==> src/sv/khash_pkg.sv <==
// Shared types and constants for the keyword hash table.
// Holds FNV-1a constants, operation and status codes, and the entry metadata type.
// No dependencies.
package khash_pkg;

   localparam int TABLE_SIZE_DEF  = 512;
   localparam int MAX_KEY_LEN_DEF = 32;

   localparam logic [31:0] FNV_BASIS = 32'd2166136261;
   localparam logic [31:0] FNV_PRIME = 32'd16777619;

   localparam int CNT_W  = 6;   // key length count, holds up to 63
   localparam int SLOT_W = 9;

   // operation codes of an input word
   localparam logic [1:0] KIND_INSERT = 2'd0;
   localparam logic [1:0] KIND_LOOKUP = 2'd1;
   localparam logic [1:0] KIND_CLEAR  = 2'd2;

   // result status codes
   localparam logic [1:0] ST_OK   = 2'd0;
   localparam logic [1:0] ST_FULL = 2'd1;
   localparam logic [1:0] ST_LONG = 2'd2;

   typedef struct packed {
      logic             valid;
      logic [CNT_W-1:0] len;
      logic [7:0]       ttype;
   } meta_type;

   typedef struct packed {
      logic              found;
      logic [7:0]        rtype;
      logic [SLOT_W-1:0] slot;
      logic [1:0]        status;
   } res_type;

endpackage

==> src/sv/khash_mod.sv <==
// Hash to start slot: hash modulo the table size.
// Power-of-two sizes take the low bits; other sizes use a reciprocal multiplication
// with one correction step; each step is registered. Depends on khash_pkg.
module khash_mod #(
   parameter int TABLE_SIZE = khash_pkg::TABLE_SIZE_DEF
) (
   input  logic                          clock,
   input  logic                          reset,
   input  logic                          start,
   input  logic [31:0]                   hash,
   output logic                          done,
   output logic [$clog2(TABLE_SIZE)-1:0] idx
);
   import khash_pkg::*;

   localparam int  IDX_W   = $clog2(TABLE_SIZE);
   localparam int  RW      = IDX_W + 1;
   localparam bit  IS_POW2 = (TABLE_SIZE == (1 << IDX_W));
   localparam logic [RW-1:0] T_RW = RW'(TABLE_SIZE);
   localparam logic [31:0]   T_32 = 32'(TABLE_SIZE);
   // floor(2^(32+IDX_W) / TABLE_SIZE): quotient estimate is low by at most one
   localparam logic [32:0]   M_REC = 33'((64'd1 << (32 + IDX_W)) / 64'(TABLE_SIZE));
   localparam logic [15:0]   M_LO  = M_REC[15:0];
   localparam logic [16:0]   M_HI  = M_REC[32:16];

   logic [2:0]      stage_ff, stage_in;
   logic            done_ff, done_in;
   logic [31:0]     h_ff, h_in;
   logic [47:0]     plo_ff, plo_in;
   logic [48:0]     phi_ff, phi_in;
   logic [31:0]     q_ff, q_in;
   logic [RW-1:0]   r_ff, r_in;
   logic [RW-1:0]   rem_ff, rem_in;
   logic [64:0]     prod;

   // split product, quotient estimate, partial remainder, final correction
   always_comb begin
      stage_in = {stage_ff[1:0], 1'b0};
      done_in  = 1'b0;
      h_in     = h_ff;
      plo_in   = plo_ff;
      phi_in   = phi_ff;
      q_in     = q_ff;
      r_in     = r_ff;
      rem_in   = rem_ff;
      prod     = {phi_ff, 16'd0} + {17'd0, plo_ff};
      if (start) begin
         if (IS_POW2) begin
            rem_in  = RW'(hash[IDX_W-1:0]);
            done_in = 1'b1;
         end else begin
            h_in        = hash;
            plo_in      = hash * M_LO;
            phi_in      = hash * M_HI;
            stage_in[0] = 1'b1;
         end
      end
      if (stage_ff[0]) begin
         q_in = 32'(prod >> (32 + IDX_W));
      end
      // below twice the table size here
      if (stage_ff[1]) begin
         r_in = RW'(h_ff - 32'(q_ff * T_32));
      end
      if (stage_ff[2]) begin
         rem_in  = (r_ff >= T_RW) ? r_ff - T_RW : r_ff;
         done_in = 1'b1;
      end
   end

   always_ff @(posedge clock) begin
      if (reset) begin
         stage_ff <= '0;
         done_ff  <= 1'b0;
      end else begin
         stage_ff <= stage_in;
         done_ff  <= done_in;
      end
      h_ff   <= h_in;
      plo_ff <= plo_in;
      phi_ff <= phi_in;
      q_ff   <= q_in;
      r_ff   <= r_in;
      rem_ff <= rem_in;
   end

   assign done = done_ff;
   assign idx  = rem_ff[IDX_W-1:0];

endmodule

==> config.mk <==
export PLATFORM = sky130hd
export DESIGN_NAME = khash_mod
export DESIGN_NICKNAME = d
export VERILOG_FILES = /design/src/sv/khash_pkg.sv /design/src/sv/khash_mod.sv
export SDC_FILE = /design/constraint.sdc
export NUM_CORES = 1
export LEC_CHECK = 0
export BUFFER_PORTS_ARGS = -buffer_cell sky130_fd_sc_hd__buf_2
export CAP_MARGIN = 20
export CORE_AREA = 2 2 39 41
export DETAILED_ROUTE_END_ITERATION = 6
export DIE_AREA = 0 0 41 43
export PLACE_DENSITY = 0.76
export SETUP_SLACK_MARGIN = 0.15
export SYNTH_ARGS = -nofsm -noshare
export SYNTH_HDL_FRONTEND = slang
export SYNTH_SLANG_ARGS = --single-unit
==> constraint.sdc <==
create_clock -name clock -period 0.8 [get_ports clock]
set_input_delay 0.12 -clock clock [delete_from_list [all_inputs] [get_ports clock]]
set_output_delay 0.12 -clock clock [all_outputs]
set_load 0.005 [all_outputs]
==> summary.md, run 1 <==
| Metric | Value |
|---|---|
| Non-filler cells, final | 52 |
| Post-Syn Nets | 46 |
| Hold worst-path end | rem_ff[2] |
| Crit end category | primary output |
| Number of max-cap violations | 0 |
| Final design utilization | 0.335 |
| Crit-path leading delay family | flip-flops |
| Slowest-stage cell, CP | edfxtp_1 |
| Final worst slack | -0.0931 ns |
| Crit path buffers/inverters | 1 |
| Leakage | 0.000204 µW |
| Switch share | 0.185 |
| Clock share of power | 0.312 |
| Outcome | finished, violations left |
| Violated checks | setup timing |
| First-pass GRT wire length | between 900 and 1000 µm |
| Final setup viols | 9 |
| Crit-path max FO | 1 |
| Post-synthesis simple-gate area fraction | 0.0453 |
| Vias in the first global route | 223 |
| Die height | 43 µm |
| Placed insts | 48 |
| Endpoints failing hold | 0 |
| Core area | 0.00138 mm² |
| Seq/Total Area, Yosys | 0.955 |
| Slew HR | 0.859 |
| Cell area power density | approximately 2200 mW/mm² |
| DRT iter0 DRCs | 4 |
| Combinational share of power | 0.084 |
| PortBufs | 21 |
| Ys Warns | 0 |
| Worst-path clk slew | 0.06 ns |
| Peak VDD IR | ~1 mV |
| Startpoint Class | flip-flop |
| Total Routing Usage GR | 0.0850 |
| Post-synthesis xor/xnor area fraction | 0 |
| NetSw | 191 µW |
| Die X | 41 µm |
| Routed len/inst | approximately 11 µm |
| Rows | 14 |
| Minimum clock period | 0.893 ns |
| Synthesis-to-finish area growth | 52.3% |
| Initial Utilization | 0.220 |
| DP Worst Slack | 0.145 ns |
| Synth unique cells | 3 |
| DRC violations left | 0 |
| Synth Register Bits | 10 |
| Drt pass-1 iters | 2 |
| Post-CTS setup buffers | 0 |
| Initial antenna violation count | 0 |
| Max clock buf depth | 2 |
| # nets final | 72 |
| Largest net degree at the start of global routing | 11 |
| Top Ports | 45 |
| Worst EP arrival | 0.77 ns |
| Fmax achieved | 1120 MHz |
| Post-synthesis compound-gate area fraction | 0 |
| Routability Congestion | 0.679 |
| Cell Area, Synth | 304 µm² |
| Crit Path Class | reg2out |
| Synthesized area per cell | 27.6 µm² |
| Adder-Cell Fraction of Synth Area | 0 |
| Fin crit share | 1.12 |
| Worst hold path cell count | 1 |
| Post-Synthesis Cells | 11 |
| Total gr overflow | 0 |
| Die ar. | approximately 0.0018 mm² |
| Worst-margin pin slew | 0.212 ns |
| CP cell instances | buf_2 |
| H-tree lvl count | 1 |
| Mux cell area share after synthesis | 0 |
| Root buffer cell | clkbuf_4 |
| Flop pwr share | 0.604 |
| TritonCTS buffer count | 3 |
| CP max stage delay | 0.38 ns |
| Via count | 193 |
| Worst min-delay path class | in2reg |
| Largest family of logic cells by synthesized area | simple AND/OR/NAND/NOR gates |
| DRT antenna net count | 0 |
| Startpoint of the worst hold path | hash[2] |
| Final WL | 573 µm |
| CTS tree | built |
| RSZ-0062 raised after global routing | yes |
| CTS Hold Buffers Added | 0 |
| Diode count | 0 |
| Internal | 842 µW |
| Routed vias/inst | around 3.7 |
| Filler cell count | ~130 |
| CTS Sinks | 10 |
| CP required | 0.68 ns |
| Layout cells sized above 1 | 0.722 |
| Final max-slew violation count | 0 |
| Final setup TNS | -0.585 ns |
==> cell usage after synthesis (all sizes together) <==
cell type,instances,area share
dfxtp,1,0.066
edfxtp,9,0.89
nor2b,1,0.045
==> through the flow <==
| step | power, µW | instance area [µm²] | hold slack (ns) |
|---|---|---|---|
| after global routing | 1100 | 463 | 0.0233 |
| after floorplan | 645 | 304 | 0.184 |
| after CTS | 1050 | 463 | 0.0315 |
| final | 1030 | 463 | 0.0395 |
| after global placement | 717 | 429 | 0.298 |
| after detailed placement | 721 | 429 | 0.298 |
==> cell families after synthesis <==
group / after synthesis
DFF: 10
and+or+nand+nor: 1
==> sequential cells by signal (all words and copies together), names as in the netlist <==
name / flops
done: 1
rem_ff: 9
==> per-layer routing <==
metal | routed length [µm] | GRT usage | part of all wire | up-vias
li1 | - | - | - | 93
met3 | 144 | 0.0524 | 0.25 | 0
met5 | 0 | 0 | 0 | -
met1 | 252 | 0.116 | 0.44 | 78
met4 | 0 | 0.0800 | 0 | 0
met2 | 176 | 0.0844 | 0.31 | 22
==> how the worst max path moves through the flow <==
stage              start         to  cells after the start  slack (ns)
2_1_floorplan  rem_ff[0]     idx[0]                      0        0.32
3_3_place_gp       start  rem_ff[0]                      1        0.17
3_5_place_dp       start  rem_ff[8]                      1        0.14
4_1_cts        rem_ff[1]     idx[1]                      1       -0.10
5_1_grt        rem_ff[1]     idx[1]                      1       -0.13
6_report       rem_ff[6]     idx[6]                      1       -0.09
==> area by class of cell <==
class,instances,area [µm²],area share
repair buffers,21,111,0.241
clock inverters,1,3.75,0.00811
flip-flops and latches,10,292,0.630
multi-input cells,1,13.8,0.0297
well taps,16,20.0,0.0432
clock buffers,3,22.5,0.0486
==> placed cells by master (no fill, tap or decap), drive strengths merged <==
master,instances
buf,21
clkinv,1
dfxtp,1
clkbuf,3
nor2b,1
edfxtp,9
==> power groups by stage <==
stage / registers [µW] / clock network, µW / logic [µW]
floorplan: 640 / 0 / 4.42
global placement: 634 / 0 / 83.6
detailed placement: 635 / 0 / 85.5
CTS: 625 / 336 / 88.4
global route: 628 / 380 / 97.1
finish: 624 / 322 / 86.8
==> what timing repair did <==
action / 4_1_cts / 5_1_grt
endpoints found under the setup margin: 10 / 10
resized for setup: 2 / 0
gates cloned: 0 / 0
Note: power is estimated with default switching activity, not from simulation.
==> inputs of run 2 (changes only) <==
Settings changed: PLACE_DENSITY 0.76 to not set.
==> summary.md, run 2 (synthesis results as in run 1) <==
| Metric | Value |
|---|---|
| Startpoint of the worst hold path | reset |
| Diode count | 0 |
| Final setup viols | 9 |
| H-tree lvl count | 1 |
| Rows | 14 |
| Hold worst-path end | done |
| Cell area power density | 2260 mW/mm² |
| Outcome | finished, violations left |
| Worst-path clk slew | ~0.060 ns |
| Crit Path Class | reg2out |
| Die X | 41 µm |
| Largest net degree at the start of global routing | 11 |
| Number of max-cap violations | 0 |
| Routed len/inst | 9.46 µm |
| DRT iter0 DRCs | 0 |
| Most frequent cells in the layout | buf_2, edfxtp_1, clkbuf_4 |
| CTS resizes | 0 |
| Core area | roughly 0.0014 mm² |
| Worst hold path cell count | 2 |
| Die ar. | 0.00176 mm² |
| CTS Sinks | 10 |
| Worst min-delay path class | in2reg |
| PortBufs | 21 |
| Placed insts | 48 |
| RSZ-0062 raised after global routing | yes |
| Startpoint Class | flip-flop |
| Routed vias/inst | 3.48 |
| Largest register FFs | 9 |
| Final design utilization | 0.335 |
| Crit path buffers/inverters | 1 |
| Slowest-stage cell, CP | edfxtp_1 |
| DRT antenna net count | 0 |
| Commonest non-fill, non-tap cell in the layout | buf_2 |
| Final worst slack | -0.0781 ns |
| Final setup TNS | -0.505 ns |
| Routability Congestion | roughly 0.55 |
| Endpoints failing hold | 0 |
| Via count | 181 |
| Filler cell count | 152 |
| Post-CTS setup buffers | 0 |
| CTS Hold Buffers Added | 0 |
| Final WL | around 490 µm |
| CP required | 0.68 ns |
| Initial antenna violation count | 0 |
| CP cell instances | buf_2 |
| Overall power | around 1000 µW |
| CP max stage delay | 0.37 ns |
| Crit-path max FO | 1 |
| Peak VDD IR | ~0.70 mV |
| Total gr overflow | 0 |
| Die height | 43 µm |
| Violated checks | setup timing |
| Worst EP arrival | about 0.76 ns |
| Crit end category | primary output |
| Total Routing Usage GR | 0.0706 |
| # nets final | 72 |
| Crit-path leading delay family | flip-flops |
| Fmax achieved | around 1100 MHz |
| Drt pass-1 iters | 1 |
| Non-filler cells, final | 52 |
| First-pass GRT wire length | 731 µm |
| Minimum clock period | 0.878 ns |
| Initial Utilization | 0.220 |
| DRC violations left | 0 |
| Root buffer cell | clkbuf_4 |
| Vias in the first global route | between 150 and 200 |
| Synthesis-to-finish area growth | 52.3% |
| Leakage | roughly 0.00020 µW |
| Largest register by flop count | rem_ff |
| Max clock buf depth | 2 |
| CTS tree | built |
| Hold Worst Slack | between 0.03 and 0.04 ns |
| TritonCTS buffer count | 3 |
| Slew HR | 0.862 |
| Final max-slew violation count | 0 |
| Top Ports | 45 |
| Worst-margin pin slew | between 0.2 and 0.25 ns |
| Layout cells sized above 1 | 0.722 |
| Fin crit share | 1.10 |
[run 2: cell types whose count changed in the layout (fill, tap and decap cells not counted), sizes merged]
cell / before / now
clkbuf: 3 / 4
clkinv: 1 / 0
[run 2: power breakdown]
part           switching [µW]  internal [µW]  leakage (µW)
Combinational            34.5           49.5     0.0000920
Sequential               8.21            613     0.0000967
Clock                     149            192     0.0000150
[run 2: worst max-delay path by stage]
stage               startpoint        end  cells after the start
floorplan            rem_ff[0]     idx[0]                      0
global placement         start  rem_ff[4]                      1
detailed placement       start  rem_ff[4]                      1
CTS                  rem_ff[6]     idx[6]                      1
global route         rem_ff[6]     idx[6]                      1
finish               rem_ff[6]     idx[6]                      1
[run 2: area by class of cell]
cell class | instances | area (µm²) | area share
Sequential cell | 10 | 292 | 0.630
Timing Repair Buffer | 21 | 111 | 0.241
Clock buffer | 4 | 26.3 | 0.0568
Tap cell | 16 | 20.0 | 0.0432
Multi-Input combinational cell | 1 | 13.8 | 0.0297
[run 2: layer usage]
layer,share of wire,track usage,vias up
met1,0.30,0.0717,78
li1,-,-,93
met4,0,0.0800,0
met3,0.15,0.0419,0
met5,0,0,-
met2,0.55,0.0875,10
[run 2: stage by stage]
| step | area [µm²] | setup slack, ns |
|---|---|---|
| finish | 463 | -0.0781 |
| floorplan | 304 | 0.325 |
| global route | 463 | -0.132 |
| detailed placement | 429 | 0.141 |
| global placement | 429 | 0.141 |
| CTS | 455 | -0.109 |
